===== config.mk =====
export PLATFORM = sky130hd
export DESIGN_NAME = lzc_queue
export DESIGN_NICKNAME = d
export VERILOG_FILES = /design/src/rtl/assert_macros.svh /design/src/rtl/lzc_pkg.sv /design/src/rtl/lzc_queue.sv
export SDC_FILE = /design/constraint.sdc
export NUM_CORES = 1
export LEC_CHECK = 0
export BUFFER_PORTS_ARGS = -buffer_cell sky130_fd_sc_hd__buf_4
export CORE_AREA = 2 2 158 160
export DETAILED_ROUTE_END_ITERATION = 7
export DIE_AREA = 0 0 160 162
export PLACE_DENSITY = 0.49
export SETUP_SLACK_MARGIN = 0.15
export SLEW_MARGIN = 15
export SYNTH_ARGS = -nofsm -noshare
export SYNTH_HDL_FRONTEND = slang
export SYNTH_SLANG_ARGS = --single-unit

===== constraint.sdc =====
create_clock -name clock -period 5.8 [get_ports clock]
set_input_delay 0.87 -clock clock [delete_from_list [all_inputs] [get_ports clock]]
set_output_delay 0.87 -clock clock [all_outputs]
set_load 0.03 [all_outputs]

===== src/rtl/assert_macros.svh =====
// Assertion macros used by the RTL back end (lzc_back).
`ifndef ASSERT_MACROS_SVH
`define ASSERT_MACROS_SVH
`ifndef NO_ASSERTIONS
`define LZC_ASSERT(lbl, prop) \
   lbl: assert property (@(posedge clock) disable iff (reset) (prop)) \
      else $error("lzc check failed");
`define LZC_ASSERT_IMP(lbl, ante, cons) \
   lbl: assert property (@(posedge clock) disable iff (reset) (ante) |-> (cons)) \
      else $error("lzc check failed");
`else
`define LZC_ASSERT(lbl, prop)
`define LZC_ASSERT_IMP(lbl, ante, cons)
`endif
`endif


===== src/rtl/lzc_pkg.sv =====
// Types and constants of the LZ77 container decompressor.
package lzc_pkg;
   typedef enum logic [1:0] {OP_NONE, OP_LIT, OP_MATCH} op_type;

   typedef struct packed {
      op_type      op;
      logic [7:0]  data;
      logic [15:0] offset;
      logic [7:0]  len;
      logic        fe;
      logic [2:0]  status;
   } cmd_type;

   localparam logic [7:0] MAGIC0 = 8'h52;
   localparam logic [7:0] MAGIC1 = 8'h58;
   localparam logic [7:0] MAGIC2 = 8'h43;
   localparam logic [7:0] MODE_STORED_CODE = 8'h00;
   localparam logic [7:0] MODE_COMP_CODE = 8'h01;
   localparam logic [7:0] TOK_MATCH = 8'h00;
   localparam logic [7:0] TOK_ZERO = 8'h01;
   localparam logic [3:0] HEADER_LEN = 4'd8;
   localparam int MAX_RESULTS = 32;

   localparam logic [1:0] FM_NONE = 2'd0;
   localparam logic [1:0] FM_STORED = 2'd1;
   localparam logic [1:0] FM_COMP = 2'd2;
   localparam logic [1:0] FM_DISCARD = 2'd3;

   localparam logic [2:0] ST_OK = 3'd0;
   localparam logic [2:0] ST_SHORT = 3'd1;
   localparam logic [2:0] ST_MAGIC = 3'd2;
   localparam logic [2:0] ST_MODE = 3'd3;
   localparam logic [2:0] ST_SIZE = 3'd4;
   localparam logic [2:0] ST_OFFSET = 3'd5;
endpackage


===== src/rtl/lzc_queue.sv =====
// Four-entry command queue between front and back.
module lzc_queue import lzc_pkg::*; (
   input  logic    clock,
   input  logic    reset,
   input  logic    push,
   input  cmd_type push_cmd,
   output logic    full,
   input  logic    pop,
   output logic    not_empty,
   output cmd_type pop_cmd
);
   cmd_type    slots_ff [4];
   logic [1:0] wr_ff, rd_ff;
   logic [2:0] cnt_ff;

   assign full = cnt_ff == 3'd4;
   assign not_empty = cnt_ff != 3'd0;
   assign pop_cmd = slots_ff[rd_ff];

   always_ff @(posedge clock) begin
      if (push) slots_ff[wr_ff] <= push_cmd;
   end

   always_ff @(posedge clock) begin
      if (reset) begin
         wr_ff <= 2'd0; rd_ff <= 2'd0; cnt_ff <= 3'd0;
      end else begin
         if (push) wr_ff <= wr_ff + 2'd1;
         if (pop) rd_ff <= rd_ff + 2'd1;
         cnt_ff <= cnt_ff + {2'b0, push} - {2'b0, pop};
      end
   end
endmodule


### Word level (Yosys, flattened, before mapping)

Memory sizes are Yosys's and may differ from the RTL's. A register that Yosys moved wholly into a read port is not among the register bits.
Cells that the tools add are included.

* register bits: 7
* RAM bits: 152
* word-level logic and storage cells: 14
* memories: 1

Memory list
* slots_ff: depth 4, width 38, rd ports 1, clocked after Yosys merged registers in 1, wr ports 1, RTL line lzc_queue.sv:12 `cmd_type slots_ff [4];`

* $add $sub $neg: 4
* equal/unequal tests: 1
* mux-type cells: 4
* reduce and logical (&&, ||, !) cells: 1

Operator list (count)
* $add 2x1->2 const B: 2
* $mux 2: 2
* $add 3x1->3: 1
* $eq 3x3->1 const B: 1
* $reduce_bool 3->1: 1
* $sub 3x1->3: 1
* $mux 1: 2

### Depth between registers and ports, before layout

* depth in word-level cells: 3
* gate-level depth with buffers: 7
* mapped depth without buffers: 7

### Worst setup path after synthesis

Ideal clock, no wire load.

* kind: input port to flip-flop
* from: input push
* to: memory slots_ff[0][0] (netlist name), enable pin
* library setup time: 399 ps
* arrival: 1797 ps
* data required time: 5401 ps
* slack: 3604 ps
* stages: 1
* cell sequence: and2_1

* cells in the longest elaborated chain, start to end: 2

RTL lines
* from (decl): RTL line lzc_queue.sv:5 `input logic push,`
* $mux 1: RTL line lzc_queue.sv:21 `if (push) slots_ff[wr_ff] <= push_cmd;`
* $mux 1 (not written as such): RTL line lzc_queue.sv:21
* to (decl): RTL line lzc_queue.sv:12

Every way passes these cells.

==> results.cfg <==
[outcome]
status = completed

[worst_setup_path]
end_kind = output port
worstPathCellList = mux4_2 -> buf_4
crit_fanout = 38
max_stage_delay_ps = 910
cp_num_buf_inv = 1
worst-path-stages = 2
path_delay_family = flip-flops
critPathKind = flop to output port
cpMaxStageDelayCell = dfxtp_4
arrival_ps = 2160
crit_required_ps = 4930
r2r_cells = 7
start_kind = flop

[die]
die_y_um = 162
die_w_um = 160
initial_core_util_pct = 24.63
core_um2 = 24110
fp-row-count = 57
die_area_um2 = 25920
num_io_pins = 82

[timing]
tns_ps = 0
layout_worst_path_cycle_share_pct = 52.30
hold_viol_final = 0
fin_ws_ps = 2767
rsz0062_at_grt = no
finalMaxSlewViolations = 0
tightest_slew_ps = 860.6
fin_skew_ps = 10.21
slew_headroom_pct = 42.63
setup_viol = 0
fmax_ghz = 0.3297
post-route-min-period_ps = 3033

[placed_design]
portBuffers = 81
dp_hpwl_um = 6276
dp_slack_ps = 3101
gp_routability_congestion = 0.6156

[cts]
clkSinkCount = 161
htreeDepth = 4
post_cts_buffers = 0
cts_buffers = 17
cts-root-buf = clkbuf_16
post_cts_resized = 0
postCtsHoldBufs = 0
cts_tree = done
insertion_delay_ps = 410
clkTransAtPathRegs_ps = 60
clockBufferDepth = 2

[pwr]
p_sw_share_pct = 22.63
peakVddDrop_mv = 0.1533
p_per_area_nw_per_um2 = 382.9
clockPowerShare_pct = 40.6
switchingPower_uw = 653.4
p_int_uw = 2234
seqPwrFrac_pct = 47.7
p_leak_uw = 0.002531
pwr-share-comb_pct = 11.7

[route]
wl_um = 11470
drc = 0
via_per_inst = 3.966
vias = 2669
firstDrtPassIters = 6
wire_per_inst_um = 17.04
drt_iter0_drc = 140
postRouteAntennaNets = 0

[global_route]
grt_overflow = 0
grt_max_degree = 39
grt.total_usage_pct = 9.282
grt_pass1_wl_um = 17510
antenna_found_initial = 0
grt_pass1_vias = 2985

[synth]
synth_area_leaders = edfxtp_1 77%, mux4_2 14%, dfxtp_1 3.0%
synth.net_count = 289
synthesis.area_um2 = 5938
synth_seq_area_share_pct = 79.90
syn_inst = 240
yosysTopAreaCellShare_pct = 76.86
synth-seq-cells = 161
avgSynthCellArea_um2 = 24.74
synth_largest_area_cell = edfxtp_1
yosys.cell_types.count = 22
yosysWarnings = 0

[final_layout]
diodes = 0
syn_to_final_growth_pct = 26.99
final_common_cell = edfxtp_1
num-nets-final = 385
mostFrequentLayoutCells = 152 x edfxtp_1, 85 x buf_4, 38 x mux4_2
drive_gt1_share_pct = 45.56
fillers = 2353

[job]
drv_cap = 0

[hold_path]
min_path_cells = 2
hp-class = flop to flop
==> worst paths after layout <==
check             startpoint     endpoint  slack (ps)
setup / recovery        flop  pop_cmd[23]        2770
hold / removal      rd_ff[0]         flop         530
setup reg to reg   cnt_ff[0]    cnt_ff[2]        4050
hold reg to reg     rd_ff[0]         flop         530
==> synth_stat cells <==
cell type	number
nor2_1	5
buf_4	1
mux4_2	38
buf_12	2
buf_2	3
and3_1	1
xnor2_1	2
xor3_1	1
nand3b_1	1
fa_1	1
dfxtp_1	9
and2_1	4
mux2i_1	1
clkbuf_1	1
nor2b_1	2
edfxtp_1	152
or3_1	1
a21oi_1	1
ha_1	6
a21bo_2	1
buf_6	1
inv_1	6
==> cells by family (layout without fill, tap and decap cells) <==
group           count (synthesis)  after routing  share of synthesized area, %
flops                         161            161                         79.90
mux                            39             39                         14.58
simple gates                   14             14                         1.285
buf+inv                        14            123                         1.686
fa+ha+maj                       7              7                         1.601
xor+xnor                        3              3                        0.6953
compound gates                  2              2                        0.2528
==> worst register-to-register path: cells and delay by family, from the launching register on <==
kind | cells | cell delay (ps)
buffers and inverters | 2 | 90
XOR/XNOR | 1 | 380
flip-flops | 1 | 320
adder cells (fa/ha/maj) | 3 | 820
AND/OR/NAND/NOR | 1 | 40
==> state kept, by name (all words and copies together) (netlist names), named ones only <==
register  cells
slots_ff    152
cnt_ff        3
wr_ff         2
rd_ff         2
==> routing by layer <==
layer  GRT usage, %  up-vias  part of all wire [%]
li1               -     1195                     -
met1          11.31     1401                    44
met2          15.41       66                    50
met3          2.732        7                   4.7
met4          4.054        0                   1.3
met5              0        -                     0
==> stage by stage <==
step / instance area, µm² / utilization (%) / hold WS (ps) / power, µW / cells
floorplan: 5938 / - / 491.8 / 1611 / 240
global placement: 6914 / 28.68 / 502.2 / 1743 / 641
detailed placement: 6917 / 28.69 / 522.8 / 1752 / 641
CTS: 7541 / 31.28 / 534.7 / 2936 / 673
global route: 7541 / 31.28 / 574.9 / 3006 / 673
finish: 7541 / 31.28 / 532.7 / 2888 / 673
==> power groups by stage <==
stage	logic, µW	registers, µW	clock network, µW
finish	339	1380	1170
global route	361	1390	1260
CTS	347	1380	1210
detailed placement	346	1410	0
global placement	340	1400	0
floorplan	238	1370	0
==> cell type report <==
type                    count  area (µm²)  area share [%]
repair buffers             85       638.1           8.462
flip-flops and latches    161        4752           63.02
clock inverters            10       160.2           2.124
well taps                 324       405.4           5.376
inverters                   6       22.52          0.2987
multi-input cells          65        1099           14.57
clock buffers              22       464.2           6.156
(Power assumes the default switching activity.)
