===== src/rtl/assert_macros.svh =====
// Assertion macros used by the RTL back end (lzc_back).
`ifndef ASSERT_MACROS_SVH
`define ASSERT_MACROS_SVH
`ifndef NO_ASSERTIONS
`define LZC_ASSERT(lbl, prop) \
   lbl: assert property (@(posedge clock) disable iff (reset) (prop)) \
      else $error("lzc check failed");
`define LZC_ASSERT_IMP(lbl, ante, cons) \
   lbl: assert property (@(posedge clock) disable iff (reset) (ante) |-> (cons)) \
      else $error("lzc check failed");
`else
`define LZC_ASSERT(lbl, prop)
`define LZC_ASSERT_IMP(lbl, ante, cons)
`endif
`endif


===== src/rtl/lzc_pkg.sv =====
// Types and constants of the LZ77 container decompressor.
package lzc_pkg;
   typedef enum logic [1:0] {OP_NONE, OP_LIT, OP_MATCH} op_type;

   typedef struct packed {
      op_type      op;
      logic [7:0]  data;
      logic [15:0] offset;
      logic [7:0]  len;
      logic        fe;
      logic [2:0]  status;
   } cmd_type;

   localparam logic [7:0] MAGIC0 = 8'h52;
   localparam logic [7:0] MAGIC1 = 8'h58;
   localparam logic [7:0] MAGIC2 = 8'h43;
   localparam logic [7:0] MODE_STORED_CODE = 8'h00;
   localparam logic [7:0] MODE_COMP_CODE = 8'h01;
   localparam logic [7:0] TOK_MATCH = 8'h00;
   localparam logic [7:0] TOK_ZERO = 8'h01;
   localparam logic [3:0] HEADER_LEN = 4'd8;
   localparam int MAX_RESULTS = 32;

   localparam logic [1:0] FM_NONE = 2'd0;
   localparam logic [1:0] FM_STORED = 2'd1;
   localparam logic [1:0] FM_COMP = 2'd2;
   localparam logic [1:0] FM_DISCARD = 2'd3;

   localparam logic [2:0] ST_OK = 3'd0;
   localparam logic [2:0] ST_SHORT = 3'd1;
   localparam logic [2:0] ST_MAGIC = 3'd2;
   localparam logic [2:0] ST_MODE = 3'd3;
   localparam logic [2:0] ST_SIZE = 3'd4;
   localparam logic [2:0] ST_OFFSET = 3'd5;
endpackage


===== src/rtl/lzc_front.sv =====
// Front end: header check, token decode, one command per accepted byte.
module lzc_front import lzc_pkg::*; #(
   parameter int HISTORY_DEPTH = 65536
) (
   input  logic        clock,
   input  logic        reset,
   input  logic        accept,
   input  logic [7:0]  in_byte,
   input  logic        frame_end,
   output cmd_type     cmd
);
   localparam int CNT_W = $clog2(HISTORY_DEPTH + 1);
   localparam logic [17:0] DEPTH18 = 18'(HISTORY_DEPTH);

   logic [3:0]       hidx_ff, hidx_in;
   logic [1:0]       mode_ff, mode_in;
   logic [31:0]      size_ff, size_in;
   logic [1:0]       phase_ff, phase_in;
   logic [15:0]      off_ff, off_in;
   logic [31:0]      prod_ff, prod_in;
   logic [2:0]       stat_ff, stat_in;
   logic [CNT_W-1:0] hcnt_ff, hcnt_in;
   logic [7:0]       add;
   logic [17:0]      hsum;
   logic             in_header, off_ok;

   assign in_header = hidx_ff < HEADER_LEN;
   assign off_ok = (off_ff != 16'd0) && ({2'b0, off_ff} <= DEPTH18)
                   && ({2'b0, off_ff} <= 18'(hcnt_ff));

   always_comb begin
      hidx_in = hidx_ff; mode_in = mode_ff; size_in = size_ff;
      phase_in = phase_ff; off_in = off_ff; stat_in = stat_ff;
      add = 8'd0;
      cmd.op = OP_NONE; cmd.data = in_byte; cmd.offset = off_ff;
      cmd.len = in_byte; cmd.fe = frame_end; cmd.status = ST_OK;
      if (in_header) begin
         case (hidx_ff[2:0])
            3'd0: if (in_byte != MAGIC0 && stat_in == ST_OK) stat_in = ST_MAGIC;
            3'd1: if (in_byte != MAGIC1 && stat_in == ST_OK) stat_in = ST_MAGIC;
            3'd2: if (in_byte != MAGIC2 && stat_in == ST_OK) stat_in = ST_MAGIC;
            3'd3: begin
               if (in_byte == MODE_STORED_CODE) mode_in = FM_STORED;
               else if (in_byte == MODE_COMP_CODE) mode_in = FM_COMP;
               else begin
                  mode_in = FM_DISCARD;
                  if (stat_in == ST_OK) stat_in = ST_MODE;
               end
            end
            3'd4: size_in[7:0] = in_byte;
            3'd5: size_in[15:8] = in_byte;
            3'd6: size_in[23:16] = in_byte;
            default: size_in[31:24] = in_byte;
         endcase
         if (hidx_ff[2:0] == 3'd7 && stat_in != ST_OK) mode_in = FM_DISCARD;
         hidx_in = hidx_ff + 4'd1;
      end else if (mode_ff == FM_STORED) begin
         cmd.op = OP_LIT;
         add = 8'd1;
      end else if (mode_ff == FM_COMP) begin
         case (phase_ff)
            2'd0: begin
               if (in_byte == TOK_MATCH) phase_in = 2'd1;
               else begin
                  cmd.op = OP_LIT;
                  add = 8'd1;
                  if (in_byte == TOK_ZERO) cmd.data = 8'h00;
               end
            end
            2'd1: begin
               off_in = {8'h00, in_byte};
               phase_in = 2'd2;
            end
            2'd2: begin
               off_in = {in_byte, off_ff[7:0]};
               phase_in = 2'd3;
            end
            default: begin
               if (!off_ok) begin
                  if (stat_in == ST_OK) stat_in = ST_OFFSET;
               end else if (in_byte != 8'd0) begin
                  cmd.op = OP_MATCH;
                  add = in_byte;
               end
               phase_in = 2'd0;
            end
         endcase
      end
      prod_in = prod_ff + {24'd0, add};
      hsum = 18'(hcnt_ff) + {10'd0, add};
      hcnt_in = (hsum >= DEPTH18) ? CNT_W'(HISTORY_DEPTH) : hsum[CNT_W-1:0];
      if (frame_end) begin
         if (in_header) stat_in = ST_SHORT;
         else if (mode_ff == FM_STORED && prod_in != size_ff && stat_in == ST_OK)
            stat_in = ST_SIZE;
         cmd.status = stat_in;
         hidx_in = 4'd0; mode_in = FM_NONE; size_in = 32'd0; phase_in = 2'd0;
         off_in = 16'd0; prod_in = 32'd0; stat_in = ST_OK; hcnt_in = '0;
      end
   end

   always_ff @(posedge clock) begin
      if (reset) begin
         hidx_ff <= 4'd0; mode_ff <= FM_NONE; size_ff <= 32'd0; phase_ff <= 2'd0;
         off_ff <= 16'd0; prod_ff <= 32'd0; stat_ff <= ST_OK; hcnt_ff <= '0;
      end else if (accept) begin
         hidx_ff <= hidx_in; mode_ff <= mode_in; size_ff <= size_in;
         phase_ff <= phase_in; off_ff <= off_in; prod_ff <= prod_in;
         stat_ff <= stat_in; hcnt_ff <= hcnt_in;
      end
   end
endmodule


===== config.mk =====
export PLATFORM = sky130hd
export DESIGN_NAME = lzc_front
export DESIGN_NICKNAME = d
export VERILOG_FILES = /design/src/rtl/assert_macros.svh /design/src/rtl/lzc_pkg.sv /design/src/rtl/lzc_front.sv
export SDC_FILE = /design/constraint.sdc
export NUM_CORES = 1
export LEC_CHECK = 0
export BUFFER_PORTS_ARGS = -buffer_cell sky130_fd_sc_hd__buf_2
export CORE_MARGIN = 1
export CORE_UTILIZATION = 45
export CTS_BUF_LIST = sky130_fd_sc_hd__clkbuf_2
export DETAILED_ROUTE_END_ITERATION = 8
export PLACE_DENSITY = 0.75
export SYNTH_ARGS = -nofsm -noshare
export SYNTH_HDL_FRONTEND = slang
export SYNTH_SLANG_ARGS = --single-unit

===== constraint.sdc =====
create_clock -name clock -period 6.5 [get_ports clock]
set_input_delay 0.975 -clock clock [delete_from_list [all_inputs] [get_ports clock]]
set_output_delay 0.975 -clock clock [all_outputs]
set_load 0.1 [all_outputs]

After elaboration in Yosys (flattened, before gate mapping) --
Index checks and enable logic that the tools add are counted. W data, S select, Z words.
Word-level totals: register bits after elaboration 108, input bits 12, word-level logic and storage cells 137, output and inout bits 38
Operators by class: $lt $le $gt $ge 3, reductions and logical operators 35, add/subtract/negate cells 3, muxes and demuxes 63, eq/ne operators 21
Operators by type and width (count):
- $mux W32 | 3
- $mux W8 | 12
- $mux W16 | 4
- $mux W3 | 17
- $mux W17 | 2
- $add A32 B8 Y32 | 1
- $ne A32 B32 Y1 | 1
- $pmux W16 S2 | 1
- $mux W2 | 13
- $ne A8 B7 Y1 const B | 3
- $mux W10 | 2
- $add A17 B8 Y18 | 1
- $ge A18 B17 Y1 const B | 1
- $le A16 B17 Y1 | 1
- $pmux W8 S2 | 1
- $reduce_bool A16 Y1 | 1
- $reduce_and A3 Y1 | 5
- $eq A3 B3 Y1 const B | 4
- $pmux W3 S4 | 1
- $reduce_bool A2 Y1 | 6
- $reduce_and A5 Y1 | 2
- $logic_not A3 Y1 | 3
- $mux W9 | 1
- $reduce_bool A3 Y1 | 3
- 23 further kinds | 36

Longest topological paths before layout --
word-level depth 14, gate-level depth with buffers 25, mapped depth without buffers 22

Least setup slack after synthesis --
OpenSTA, ideal clock, no wires.
path kind input to output, from input in_byte[2], to output cmd[2] (netlist bit), required time 5.525 ns, path buffers 3, slack -2.158 ns, arrival time 7.683 ns, stages on the path 24, path through clkbuf_1 clkbuf_1 nor2_1 and3b_1 nand2_1 o21ai_0 or4b_2 a21oi_1 a21o_1 ha_1 ha_1 clkbuf_1 a211oi_1 nand2b_1 or4_1 o21ai_0 a21oi_1 a22oi_2 nor2_2 or3_1 a221o_1 a2111oi_2 o2111ai_1 o31a_1
RTL lines:
- start: declaration | RTL line lzc_front.sv:8 | input logic [7:0] in_byte,
- end: declaration | RTL line lzc_front.sv:10 | output cmd_type cmd

==> metrics <==
Rel. slew slack 0.2618; # clock sinks roughly 110; Placed Area 8845 um2; Clock Power Share 0.242; Worst setup EP type output pin; WL final between 20 and 30 mm; dpl hpwl about 19 mm; Logic pwr share 0.218; Met1 Wirelength around 11 mm; Commonest cells post-synth 150 x nor2_1, 108 x dfxtp_1, 95 x a21oi_1; Setup Skew about 0.028 ns; pwr dens between 100 and 150 nW/um2; share of the synthesized area in the top cell type 0.2708; grt total ovfl 0; Hold/Removal Path Class reg2reg; Seq pwr share 0.541; Critical Path AT around 5.9 ns; CTS tree built; met2 wire length between 10 and 15 mm; Die ar. between 15000 and 20000 um2; Starting Density 0.4615; crit-path max FO 5; pin count of the biggest net entering global routing 96; synth unique cells 81; P_int between 0.8 and 0.9 mW; setup_tns -0.3371 ns; clock tree buffer depth 2; Synth Instances roughly 1100; total power 1.269 mW; Wirelength per Cell roughly 19 um; share of flip-flops with an asynchronous set or reset 0; Sw Share 0.3635; post-route worst setup slack -0.3371 ns; PortBufs approximately 50; Total Routing Usage GR 0.2887; Worst-path clk slew 0.32 ns; vias approximately 8500; Num CTS Buffers 9; max_cap viols 0; clk root buf clkbuf_2; Leak 3.669 nW; Worst Path Required about 5.5 ns; syn avg cell area approximately 7.4 um2; Worst VDD drop between 0.00009 and 0.0001 V; top_reg_cell synth dfxtp_1; initial detailed-routing violation count 961; die span in y approximately 140 um; cell taking the most area after synthesis dfxtp_1; DR DRC count 0; first-pass GRT wire length roughly 41 mm; layout cells sized above 1 0.2074; Util after Layout 0.5396; die width between 100 and 150 um; Yosys warnings 0; unrepaired setup endpoints after global routing true; Fmax achieved between 0.1 and 0.15 GHz; final non-filler cell area 9334 um2; Clk Latency, worst-skew pair about 0.64 ns; critical setup path kind reg2out; I/O pins 50; vias per cell between 6 and 7; dpl ws -0.2579 ns; Startpoint Class register; initial antenna violation count 1; fillcell total 1638; status finished, violations left; Seq/Total Area, Yosys 0.2708; core footprint 17300 um2; via count of the first global-routing pass approximately 7700; net load switching power 0.4612 mW; endpoints failing setup 1; Final Critical Period between 6 and 7 ns; Max Slew Vio Count 0; nets@finish 1198; DRT Pass-1 Iters 5; Highest Signal Layer met4; largest cells by area after synthesis dfxtp_1 27%, nor2_1 7.1%, a21oi_1 6.0%; Worst Max-Slew Pin Slew roughly 1.1 ns; count leader, synth nor2_1; Routed Antenna Nets 0; Syn Nets around 1100; Seq cells post-synth about 110; # H-tree levels 3; Post-synth EDFFs 0; number of placement rows between 40 and 50; Syn-to-layout area delta 16.93%; failing checks negative setup slack; Tcrit/Tclk final 1.052; met3 wire len 2.466 mm; Mapped Area ~8000 um2; final hold vios 0; routability cong. 0.9190
==> through the flow <==
| stage | hold slack, ns | instances |
|---|---|---|
| after floorplan | 0.4530 | 1073 |
| after global routing | 0.5412 | 1383 |
| after detailed placement | 0.4851 | 1356 |
| after global placement | 0.4694 | 1356 |
| final | 0.5082 | 1383 |
| after CTS | 0.5135 | 1380 |
==> cells in the final DEF, fill, tap and decap left out, drive strengths merged, types with 5 or more instances in the layout <==
cell	netlist	routed
nor2	153	153
buf	18	141
dfxtp	108	108
a21oi	97	97
nand2	87	87
o21ai	81	81
inv	47	47
xnor2	39	39
mux2i	37	37
nand3	36	36
ha	34	34
nor3	30	30
nor4	24	24
a22oi	18	18
xor2	16	16
nand4	16	16
o211ai	13	13
a211oi	12	12
a31oi	11	11
and3	10	10
and2	10	10
a21o	9	9
clkbuf	55	9
o21a	7	7
nand2b	7	7
or4	7	7
clkinv	1	7
nor3b	6	6
a22o	6	6
nor2b	6	6
or3	6	6
and4	5	5
o2111ai	5	5
==> state kept, by name, indices dropped and copies added, names as in the netlist <==
name      count
off_ff       16
mode_ff       2
stat_ff       3
hidx_ff       4
prod_ff      32
phase_ff      2
hcnt_ff      17
size_ff      32
==> worst paths after layout <==
| kind | slack, ns | end | cells after the start | start |
|---|---|---|---|---|
| max | -0.34 | cmd[2] | 26 | hcnt_ff[13]$_SDFFE_PP0P_ |
| min | 0.51 | prod_ff[31]$_SDFFE_PP0P_ | 2 | prod_ff[31]$_SDFFE_PP0P_ |
| max reg2reg | 1.23 | hcnt_ff[14]$_SDFFE_PP0P_ | 24 | hcnt_ff[12]$_SDFFE_PP0P_ |
| min reg2reg | 0.51 | prod_ff[31]$_SDFFE_PP0P_ | 2 | prod_ff[31]$_SDFFE_PP0P_ |
==> cell families (layout without fill, tap and decap cells) <==
| family | after synthesis | count (layout) | share of synthesized area |
|---|---|---|---|
| flops | 108 | 108 | 0.2708 |
| fa+ha+maj | 34 | 34 | 0.05329 |
| buf+inv | 121 | 205 | 0.06426 |
| simple gates | 418 | 418 | 0.2577 |
| compound gates | 299 | 299 | 0.2444 |
| mux | 37 | 37 | 0.04640 |
| other cells | 0 | 1 | 0 |
| xor+xnor | 56 | 56 | 0.06317 |
==> layout make-up <==
type                            count  area (um2)  area share
Antenna cell                        1       2.502   0.0002681
Clock buffer                        9       45.04    0.004826
Clock inverter                      7       55.05    0.005898
Inverter                           48       180.2     0.01930
Multi-Input combinational cell    844        5642      0.6044
Sequential cell                   108        2173      0.2328
Tap cell                          225       281.5     0.03016
Timing Repair Buffer              141       954.7      0.1023
==> worst max-delay path: stages, from the launching register on <==
cell       delay, ns
dfxtp_2         0.40
inv_1           0.08
ha_4            0.30
nand4b_4        0.13
or4_4           0.57
a2bb2oi_2       0.16
nand3_2         0.10
nand2_2         0.09
a21o_1          0.21
ha_4            0.18
ha_4            0.17
buf_6           0.12
a211oi_2        0.18
o22ai_2         0.12
or3_4           0.41
a21boi_2        0.16
a21oi_1         0.09
a31oi_1         0.16
buf_4           0.16
a21oi_4         0.06
a211oi_2        0.22
nand4_1         0.11
nor4_1          0.29
buf_4           0.18
o2111ai_2       0.10
o31a_4          0.31
buf_12          0.17
==> power groups by stage <==
stage | Clock (mW) | Combinational [mW] | Sequential (mW)
after floorplan | 0 | 0.179 | 0.704
after global placement | 0 | 0.258 | 0.696
after detailed placement | 0 | 0.262 | 0.696
after CTS | 0.317 | 0.268 | 0.686
after global routing | 0.338 | 0.290 | 0.688
final | 0.307 | 0.276 | 0.686
==> routing by layer <==
layer / vias to the layer above / GRT usage
li1: 4003 / -
met1: 3935 / 0.3987
met2: 452 / 0.4276
met3: 88 / 0.05574
met4: 0 / 0.1411
met5: - / 0
==> repair_timing <==
item / in CTS / in global routing
hold endpoints to repair: 0 / 0
setup endpoints to repair: 1 / 1
pin swaps: 27 / 6
resized for setup: 49 / 13
hold buffers: 0 / 0
setup buffers: 8 / 2
Note: power is estimated with default switching activity, not from simulation.
